File: config.mk
export PLATFORM = sky130hd
export DESIGN_NAME = url_percent_decoder
export DESIGN_NICKNAME = d
export VERILOG_FILES = /design/src/hw/rtl/upd_pkg.sv /design/src/hw/rtl/url_percent_decoder.sv /design/src/hw/rtl/upd_front.sv /design/src/hw/rtl/upd_queue.sv /design/src/hw/rtl/upd_back.sv
export VERILOG_INCLUDE_DIRS = /design/src /design/src/hw/rtl
export SDC_FILE = /design/constraint.sdc
export NUM_CORES = 1
export LEC_CHECK = 0
export BUFFER_PORTS_ARGS = -buffer_cell sky130_fd_sc_hd__buf_4
export CORE_MARGIN = 5
export CORE_UTILIZATION = 55
export DETAILED_ROUTE_END_ITERATION = 8
export HOLD_SLACK_MARGIN = 0.02
export MAX_ROUTING_LAYER = met4
export PLACE_DENSITY = 0.82
export SYNTH_ARGS = -nofsm -noshare
export SYNTH_HDL_FRONTEND = slang
export SYNTH_HIERARCHICAL = 1
export SYNTH_SLANG_ARGS = --single-unit
File: constraint.sdc
create_clock -name clk -period 2.9 [get_ports clk]
set_input_delay 0.58 -clock clk [delete_from_list [all_inputs] [get_ports clk]]
set_output_delay 0.58 -clock clk [all_outputs]
set_load 0.01 [all_outputs]
File: src/hw/rtl/url_percent_decoder_defines.svh
// Assertion macros for the URL percent decoder.
// Included by the top level; no other dependencies.
`ifndef URL_PERCENT_DECODER_DEFINES_SVH
`define URL_PERCENT_DECODER_DEFINES_SVH
`ifndef SYNTHESIS
`define UPD_ASSERT_IMP(lbl, clk, rst_n, ante, cons) \
    lbl: assert property (@(posedge clk) disable iff (!rst_n) (ante) |-> (cons)) \
        else $error("upd check failed: same-cycle implication");
`define UPD_ASSERT_NXT(lbl, clk, rst_n, ante, cons) \
    lbl: assert property (@(posedge clk) disable iff (!rst_n) (ante) |=> (cons)) \
        else $error("upd check failed: next-cycle implication");
`else
`define UPD_ASSERT_IMP(lbl, clk, rst_n, ante, cons)
`define UPD_ASSERT_NXT(lbl, clk, rst_n, ante, cons)
`endif
`endif

File: src/hw/rtl/upd_pkg.sv
`timescale 1ns / 1ps
// Shared types, character constants and hex helpers for the URL percent decoder.
// No dependencies.
package upd_pkg;

    typedef struct packed {
        logic [7:0] data_byte;
        logic       end_of_string;
    } enc_item_t;

    typedef struct packed {
        logic [7:0] decoded_byte;
        logic       run_end;
        logic       string_end;
    } dec_item_t;

    localparam int unsigned MAX_RUN = 3;

    // Up to three decoded bytes produced by one request.
    typedef struct packed {
        logic [MAX_RUN-1:0][7:0] bytes;
        logic [1:0]              count;
        logic                    last;
    } run_t;

    localparam logic [7:0] CHAR_PLUS      = 8'h2B;
    localparam logic [7:0] CHAR_PERCENT   = 8'h25;
    localparam logic [7:0] CHAR_SPACE     = 8'h20;
    localparam logic [3:0] HEX_ALPHA_BASE = 4'd10;

    // Held-byte counts.
    localparam logic [1:0] HELD_NONE    = 2'd0;
    localparam logic [1:0] HELD_PCT     = 2'd1;
    localparam logic [1:0] HELD_PCT_HEX = 2'd2;

    function automatic logic is_hex(input logic [7:0] c);
        is_hex = ((c >= 8'h30) && (c <= 8'h39)) ||
                 ((c >= 8'h61) && (c <= 8'h66)) ||
                 ((c >= 8'h41) && (c <= 8'h46));
    endfunction

    // Letters a-f / A-F have low nibble 1..6.
    function automatic logic [3:0] hex_nibble(input logic [7:0] c);
        if (c <= 8'h39)
        begin
            hex_nibble = c[3:0];
        end
        else
        begin
            hex_nibble = 4'(c[3:0] - 4'd1 + HEX_ALPHA_BASE);
        end
    endfunction

endpackage

File: src/hw/rtl/url_percent_decoder.sv
`timescale 1ns / 1ps
// URL percent decoder (form-urlencoded). One raw byte is taken per request on the
// enc channel; decoded bytes leave on the dec channel one per cycle while dec_ready
// is high, with run_end on the last byte a request causes and string_end on the
// last byte of a string. Requests are taken one per cycle while the run queue has
// room; a request yielding several bytes holds the output port until all are sent,
// since the back end sends one byte per cycle. With the queue empty, a request's
// first byte is visible the cycle after it is taken. A QUEUE_DEPTH-entry run queue
// between front and back lets input continue while output is stalled, until full.
module url_percent_decoder #(
    parameter int unsigned QUEUE_DEPTH = 2
) (
    input  logic               clk,
    input  logic               rst_n,
    input  logic               enc_valid,
    output logic               enc_ready,
    input  upd_pkg::enc_item_t enc_item,
    output logic               dec_valid,
    input  logic               dec_ready,
    output upd_pkg::dec_item_t dec_item
);
    import upd_pkg::*;

    `include "url_percent_decoder_defines.svh"

    logic q_push;
    logic q_full;
    logic q_pop;
    logic q_valid;
    run_t q_in;
    run_t q_head;
    logic eos_take;
    logic dec_str_end;

    assign eos_take    = enc_valid && enc_ready && enc_item.end_of_string;
    assign dec_str_end = dec_valid && dec_item.string_end;

    upd_front u_front (
        .clk       (clk),
        .rst_n     (rst_n),
        .enc_valid (enc_valid),
        .enc_ready (enc_ready),
        .enc_item  (enc_item),
        .q_full    (q_full),
        .run_push  (q_push),
        .run       (q_in)
    );

    upd_queue #(
        .DEPTH (QUEUE_DEPTH)
    ) u_queue (
        .clk        (clk),
        .rst_n      (rst_n),
        .push       (q_push),
        .push_run   (q_in),
        .full       (q_full),
        .pop        (q_pop),
        .head       (q_head),
        .head_valid (q_valid)
    );

    upd_back u_back (
        .clk        (clk),
        .rst_n      (rst_n),
        .head       (q_head),
        .head_valid (q_valid),
        .pop        (q_pop),
        .dec_valid  (dec_valid),
        .dec_ready  (dec_ready),
        .dec_item   (dec_item)
    );

    `UPD_ASSERT_IMP(a_no_overflow, clk, rst_n, q_push, !q_full)
    `UPD_ASSERT_IMP(a_eos_yields_run, clk, rst_n, eos_take, q_push)
    `UPD_ASSERT_IMP(a_str_end_ends_run, clk, rst_n, dec_str_end, dec_item.run_end)
    `UPD_ASSERT_NXT(a_push_shows_out, clk, rst_n, q_push, dec_valid)

endmodule

File: src/hw/rtl/upd_front.sv
`timescale 1ns / 1ps
// Front end: takes raw bytes, tracks held percent/hex bytes, and builds runs.
// Depends on upd_pkg.
module upd_front (
    input  logic              clk,
    input  logic              rst_n,
    input  logic              enc_valid,
    output logic              enc_ready,
    input  upd_pkg::enc_item_t enc_item,
    input  logic              q_full,
    output logic              run_push,
    output upd_pkg::run_t     run
);
    import upd_pkg::*;

    logic [1:0] held_count_reg;
    logic [1:0] held_count_next;
    logic [7:0] held_hex_reg;
    logic [7:0] held_hex_next;
    logic [MAX_RUN-1:0][7:0] bytes;
    logic [1:0] n;
    logic       do_fresh;
    logic [7:0] b;
    logic       accept;

    assign enc_ready = !q_full;
    assign accept    = enc_valid && enc_ready;
    assign b         = enc_item.data_byte;

    always_comb
    begin
        n               = 2'd0;
        bytes           = '0;
        held_count_next = held_count_reg;
        held_hex_next   = held_hex_reg;
        do_fresh        = 1'b0;

        case (held_count_reg)
            HELD_NONE:
            begin
                do_fresh = 1'b1;
            end
            HELD_PCT:
            begin
                if (is_hex(b))
                begin
                    held_count_next = HELD_PCT_HEX;
                    held_hex_next   = b;
                end
                else
                begin
                    bytes[n]        = CHAR_PERCENT;
                    n               = n + 2'd1;
                    held_count_next = HELD_NONE;
                    do_fresh        = 1'b1;
                end
            end
            default:
            begin
                // two held bytes (an impossible count of three lands here too)
                held_count_next = HELD_NONE;
                if (is_hex(b))
                begin
                    bytes[n] = {hex_nibble(held_hex_reg), hex_nibble(b)};
                    n        = n + 2'd1;
                end
                else
                begin
                    bytes[n] = CHAR_PERCENT;
                    n        = n + 2'd1;
                    bytes[n] = held_hex_reg;
                    n        = n + 2'd1;
                    do_fresh = 1'b1;
                end
            end
        endcase

        if (do_fresh)
        begin
            if (b == CHAR_PLUS)
            begin
                bytes[n] = CHAR_SPACE;
                n        = n + 2'd1;
            end
            else if (b == CHAR_PERCENT)
            begin
                held_count_next = HELD_PCT;
            end
            else
            begin
                bytes[n] = b;
                n        = n + 2'd1;
            end
        end

        // end of string: flush whatever is still held, in order
        if (enc_item.end_of_string)
        begin
            if (held_count_next != HELD_NONE)
            begin
                bytes[n] = CHAR_PERCENT;
                n        = n + 2'd1;
            end
            if (held_count_next == HELD_PCT_HEX)
            begin
                bytes[n] = held_hex_next;
                n        = n + 2'd1;
            end
            held_count_next = HELD_NONE;
        end
    end

    assign run_push  = accept && (n != 2'd0);
    assign run.bytes = bytes;
    assign run.count = n;
    assign run.last  = enc_item.end_of_string;

    always_ff @(posedge clk or negedge rst_n)
    begin
        if (!rst_n)
        begin
            held_count_reg <= HELD_NONE;
            held_hex_reg   <= 8'h00;
        end
        else if (accept)
        begin
            held_count_reg <= held_count_next;
            held_hex_reg   <= held_hex_next;
        end
    end

endmodule

File: src/hw/rtl/upd_queue.sv
`timescale 1ns / 1ps
// Small FIFO of decoded runs between the front and back ends.
// Depends on upd_pkg.
module upd_queue #(
    parameter int unsigned DEPTH = 2
) (
    input  logic          clk,
    input  logic          rst_n,
    input  logic          push,
    input  upd_pkg::run_t push_run,
    output logic          full,
    input  logic          pop,
    output upd_pkg::run_t head,
    output logic          head_valid
);
    import upd_pkg::*;

    localparam int unsigned PTR_W = (DEPTH > 1) ? $clog2(DEPTH) : 1;
    localparam int unsigned CNT_W = $clog2(DEPTH + 1);
    localparam logic [PTR_W-1:0] LAST_PTR = PTR_W'(DEPTH - 1);
    localparam logic [CNT_W-1:0] FULL_CNT = CNT_W'(DEPTH);

    run_t             entry_reg [DEPTH];
    logic [PTR_W-1:0] wr_ptr_reg;
    logic [PTR_W-1:0] rd_ptr_reg;
    logic [CNT_W-1:0] count_reg;
    logic [CNT_W-1:0] count_next;

    assign full       = (count_reg == FULL_CNT);
    assign head_valid = (count_reg != '0);
    assign head       = entry_reg[rd_ptr_reg];

    always_comb
    begin
        count_next = count_reg;
        case ({push, pop})
            2'b10:   count_next = count_reg + CNT_W'(1);
            2'b01:   count_next = count_reg - CNT_W'(1);
            default: count_next = count_reg;
        endcase
    end

    always_ff @(posedge clk or negedge rst_n)
    begin
        if (!rst_n)
        begin
            wr_ptr_reg <= '0;
            rd_ptr_reg <= '0;
            count_reg  <= '0;
        end
        else
        begin
            count_reg <= count_next;
            if (push)
            begin
                wr_ptr_reg <= (wr_ptr_reg == LAST_PTR) ? '0 : wr_ptr_reg + PTR_W'(1);
            end
            if (pop)
            begin
                rd_ptr_reg <= (rd_ptr_reg == LAST_PTR) ? '0 : rd_ptr_reg + PTR_W'(1);
            end
        end
    end

    always_ff @(posedge clk)
    begin
        if (push)
        begin
            entry_reg[wr_ptr_reg] <= push_run;
        end
    end

endmodule

File: src/hw/rtl/upd_back.sv
`timescale 1ns / 1ps
// Back end: walks the head run one byte per cycle, while dec_ready is high, onto the output channel.
// Depends on upd_pkg.
module upd_back (
    input  logic               clk,
    input  logic               rst_n,
    input  upd_pkg::run_t      head,
    input  logic               head_valid,
    output logic               pop,
    output logic               dec_valid,
    input  logic               dec_ready,
    output upd_pkg::dec_item_t dec_item
);
    import upd_pkg::*;

    logic [1:0] idx_reg;
    logic [1:0] idx_next;
    logic       run_last;
    logic       take;

    assign dec_valid = head_valid;
    assign run_last  = (idx_reg == 2'(head.count - 2'd1));
    assign take      = dec_valid && dec_ready;
    assign pop       = take && run_last;

    assign dec_item.decoded_byte = head.bytes[idx_reg];
    assign dec_item.run_end      = run_last;
    assign dec_item.string_end   = run_last && head.last;

    always_comb
    begin
        idx_next = idx_reg;
        if (take)
        begin
            idx_next = run_last ? 2'd0 : idx_reg + 2'd1;
        end
    end

    always_ff @(posedge clk or negedge rst_n)
    begin
        if (!rst_n)
        begin
            idx_reg <= 2'd0;
        end
        else
        begin
            idx_reg <= idx_next;
        end
    end

endmodule
== After elaboration in Yosys (flattened, before gate mapping) ==
Memories as Yosys holds them, arrays and structs flattened.
Cells that the tools add are included.
Word-level totals
  register bits after elaboration: 16
  bits in writable memories: 54
  bits of input ports: 13
  word-level logic and storage cells: 118
  memories kept: 1
Cells by class
  $add $sub $neg: 13
  order comparisons: 14
  eq/ne operators: 8
  mux-type cells: 50
  bitwise operators: 6
  reductions and logical operators: 20
Memory list
  u_queue.entry_reg: words 2, bits a word 27, rd ports 1, clocked after Yosys merged registers in 0, wr ports 1, line upd_queue.sv:23  | run_t entry_reg [DEPTH];
Operators with widths (number)
  $mux 24: 7
  $mux 8: 9
  $bwmux 24: 2
  $demux 8 s2: 3
  $mux 2: 14
  $and 14x21->21: 1
  $not 21->21: 1
  $bmux 8 s2: 1
  $eq 8x6->1 const B: 2
  $ge 8x7->1 const B: 2
  $le 8x6->1 const B: 2
  $le 8x7->1 const B: 2
  $pmux 8 s2: 1
  $and 15x15->15: 1
  $not 15->15: 1
  $lt 2x3->1 const B: 4
  $pmux 2 s2: 3
  $logic_and 1x1->1: 11
  $add 2x1->2 const B: 5
  $or 9x9->9: 1
  $add 4x4->4 const B: 2
  $ge 8x6->1 const B: 1
  $mux 4: 2
  $reduce_bool 2->1: 4
  14 further kinds: 29

== Depth between registers and ports, before layout ==
  depth in word-level cells: 21
  mapped depth: 14
  depth with buffers taken out: 13

== By module ==
Netlist, hierarchy kept.
By module, submodules not included
  upd_queue: times used 1, cells an instance 100, area an instance 2234.6 um2, seq. area each 1721.7 um2
  upd_front: times used 1, cells an instance 174, area an instance 1347.5 um2, seq. area each 250.2 um2
  upd_back: times used 1, cells an instance 46, area an instance 327.8 um2, seq. area each 50.0 um2

== Worst setup path before layout ==
OpenSTA, ideal clock, no wires.
  path type: input -> register
  from: in enc_item[2] in the netlist's numbering
  to: mem u_queue/entry_reg[0][0] in the netlist's numbering (enable)
  setup time: 411 ps
  arrival time: 3179 ps
  setup slack: -690 ps
  stages: 10
  path through: inv_1 -> ha_1 -> nor3b_1 -> o32ai_2 -> and2_2 -> buf_6 -> nor2_1 -> o31a_1 -> inv_1 -> nor2_1
On the way
  cells in the longest elaborated chain, start to end: 20
Ends and longest elaborated chain
  from (decl): line url_percent_decoder.sv:17  | input upd_pkg::enc_item_t enc_item,
  $ge 8x6->1, or another cell as far along: line upd_pkg.sv:37  | is_hex = ((c >= 8'h30) && (c <= 8'h39)) ||
  $logic_and 1x1->1 (on tied branches): line upd_pkg.sv:37, upd_pkg.sv:38
  $logic_or 1x1->1: line upd_pkg.sv:37
  $logic_or 1x1->1: line upd_pkg.sv:38  | ((c >= 8'h61) && (c <= 8'h66)) ||
  $mux 2 or $mux 1 (tied branches): line upd_front.sv:62, upd_front.sv:45
  $pmux 2 s2: line upd_front.sv:38  | case (held_count_reg)
  $add 2x1->2: line upd_front.sv:83, upd_front.sv:92
  $mux 2: line upd_front.sv:85  | else if (b == CHAR_PERCENT)
  (+5 left out)
  $add 2x1->2: line upd_front.sv:107  | n = n + 2'd1;
  $mux 2: line upd_front.sv:104  | if (held_count_next == HELD_PCT_HEX)
  $mux 2 (*): line upd_front.sv:97  | if (enc_item.end_of_string)
  $reduce_bool 2->1 (*): line upd_front.sv:113  | assign run_push = accept && (n != 2'd0);
  $logic_and 1x1->1 (*): line upd_front.sv:113
  via q_push: line url_percent_decoder.sv:26  | logic q_push;
  $mux 1 (*): line upd_queue.sv:67  | if (push)
  $mux 1 (not written as such) (*): line upd_queue.sv:69  | entry_reg[wr_ptr_reg] <= push_run;
  to (decl): line upd_queue.sv:23
Mark *: on every way through the listed nets, which the timed path passes. The rest lies on a longest branch. The select of a mux whose other input is x is not followed.

==> metrics.csv <==
metric,value,unit
status,completed,
slew_viol_final,0,
clock-skew-final,0.0125,ns
drt-initial-drc-count,192,
wl_per_cell,18.0,um
cp_max_fo,24,
rsz0062_at_grt,false,
synth_ff_type,edfxtp_1,
syn_area_per_cell,12.2,um^2
fin_crit,2.64,ns
largest_register_ffs,54,
postCtsResizedCells,0,
place_ws,-0.0341,ns
crit_top_cell,buf_4,
p_int,2.37,mW
cp.required,2.32,ns
yosysMostFrequentCell,edfxtp_1,
relSlewSlack,55.5,%
clk_latency,0.34,ns
die_h,94.3,um
fmax,379,MHz
cts_tree,built,
power.leakage,1.85,nW
cts_hold_buf,0,
synth_seq_cells,70,
rows,30,
power.switching,1.07,mW
holdWs,0.0969,ns
via_per_inst,5.87,
crit_type,reg2out,
ant_nets,0,
synth_cell_types,55,
p_seq_share,42.2,%
p_sw_share,31.1,%
numCtsBuffers,9,
clkTransAtPathRegs,0.08,ns
syn_to_final_growth,16.1,%
peakVddDrop,0.000392,V
antennaDiodeCount,0,
overflow,0,
cts.sinks,70,
yosys-top-cells-area,"edfxtp_1, dfrtp_1, mux2_4, mux2_2, ha_1",
yosysTopAreaCell,edfxtp_1,
cp-start-kind,register,
critical-path-slowest-cell,dfrtp_1,
max-cap-violations,0,
post_cts_buffers,0,
grt_pass1_wl,13.8,mm
arrival,2.06,ns
die_x,94.3,um
endpoint_kind,primary output,
power_density,759,nW/um^2
synth.top_cell.area_share,41.5,%
postSynth.asyncResetShare,22.9,%
wirelength,8.28,mm
grt_max_degree,28,
nets,383,
synth_edf_count,54,
ys_warn_count,6,
first_global_vias,2644,
dieArea,8900,um^2
port_buffers,24,
track_usage,21.0,%
core,6870,um^2
tightestPinTransition,0.667,ns
crit_chain,"buf_4, mux2_2, mux2i_1, o21ai_1, buf_4",
syn_inst,320,
synth_fp_nets,343,
gp_congestion,0.962,
place_hpwl,5.97,mm
timing.final.ws_setup,0.261,ns
min_period_over_period,91.0,%
clock_path_buffers,2,
drc,0,
pwr-share-comb,36.0,%
antenna_found_initial,0,
drive_above_1_share,31.2,%
hp-class,in2async,
clkPwrFrac,21.7,%
finalSetupViolations,0,
yosysSeqAreaShare,51.7,%
firstDrtPassIters,4,
num_vias,2704,
start_util,56.9,%
slowest_delay,0.50,ns
hold_viol,0,
pin_count,25,
syn_area,3910,um^2
cts_root_buf,clkbuf_8,
htreeDepth,3,
fill_cells,493,
ys_top_cells_by_count,"edfxtp_1, nand2_1, mux2_4, dfrtp_1, mux2_2",
-- final cells by class --
class | instances | area, um^2 | area share (%)
clock buffers | 10 | 128 | 2.81
clock inverters | 6 | 62.6 | 1.38
inverters | 10 | 37.5 | 0.827
multi-input cells | 220 | 1790 | 39.4
flip-flops and latches | 70 | 2020 | 44.5
well taps | 96 | 120 | 2.65
repair buffers | 49 | 380 | 8.38
-- logic make-up after synthesis --
group	share of synthesized area, %
adder cells (fa/ha/maj)	3.20
flip-flops	51.7
AND/OR/NAND/NOR	10.8
XOR/XNOR	2.46
AO/OA/AOI/OAI	13.1
multiplexers	14.1
buffers and inverters	4.58
-- path summary, 6_finish.rpt --
check | startpoint | slack, ns | cells past startpoint | end
hold / removal | rst_n | 0.1 | 1 | u_front/held_hex_reg[3]
hold reg to reg | u_queue/count_reg[1] | 0.48 | 1 | u_queue/count_reg[1]
setup / recovery | u_queue/rd_ptr_reg | 0.26 | 5 | dec_item[7]
setup reg to reg | u_queue/rd_ptr_reg | 0.56 | 7 | u_queue/count_reg[1]
max in group asynchronous | rst_n | 2.61 | 1 | u_queue/count_reg[1]
min in group clk | u_queue/count_reg[1] | 0.48 | 1 | u_queue/count_reg[1]
-- worst max-delay path: cells and delay by family (launching register included) --
| family | cells | cell delay, ns |
|---|---|---|
| buffers and inverters | 2 | 0.60 |
| muxes | 2 | 0.53 |
| DFF | 1 | 0.50 |
| AOI/OAI and AO/OA | 1 | 0.09 |
-- per-layer routing --
layer | global-route usage [%] | share of wire (%)
met1 | 28.0 | 43
met2 | 32.3 | 49
met3 | 3.69 | 6.3
met4 | 7.94 | 1.7
met5 | - | 0
-- stage by stage --
stage | setup TNS [ns] | utilization [%] | power [mW] | std cells | area, um^2
final | 0 | 66.1 | 3.45 | 461 | 4540
after floorplan | 0 | - | 2.39 | 320 | 4010
after CTS | 0 | 66.1 | 3.48 | 461 | 4540
after global placement | 0 | 63.3 | 2.68 | 445 | 4350
after detailed placement | -0.652 | 63.3 | 2.73 | 445 | 4350
after global routing | 0 | 66.1 | 3.64 | 461 | 4540
-- layout by cell type (no fill, tap or decap), types with 4 or more instances in the layout --
master	n
a211oi_1	4
a21oi_1	8
a22o_1	5
and2_1	5
and3_1	5
buf_4	48
clkbuf_8	9
dfrtp_1	16
edfxtp_1	54
ha_1	9
inv_1	9
mux2_2	14
mux2_4	19
mux2i_1	11
nand2_1	27
nand2b_1	4
nand3_1	4
nor2_1	10
nor2b_1	5
nor3_1	4
o21ai_0	11
o21ai_1	7
o221ai_1	5
o22ai_1	4
xnor2_1	6
xor2_1	5
-- power groups by stage --
stage | clock network [mW] | registers [mW] | logic, mW
6_report | 0.749 | 1.46 | 1.24
5_1_grt | 0.819 | 1.48 | 1.35
4_1_cts | 0.766 | 1.46 | 1.25
3_5_place_dp | 0 | 1.47 | 1.25
3_3_place_gp | 0 | 1.46 | 1.22
2_1_floorplan | 0 | 1.40 | 0.995
(Power assumes the default switching activity.)
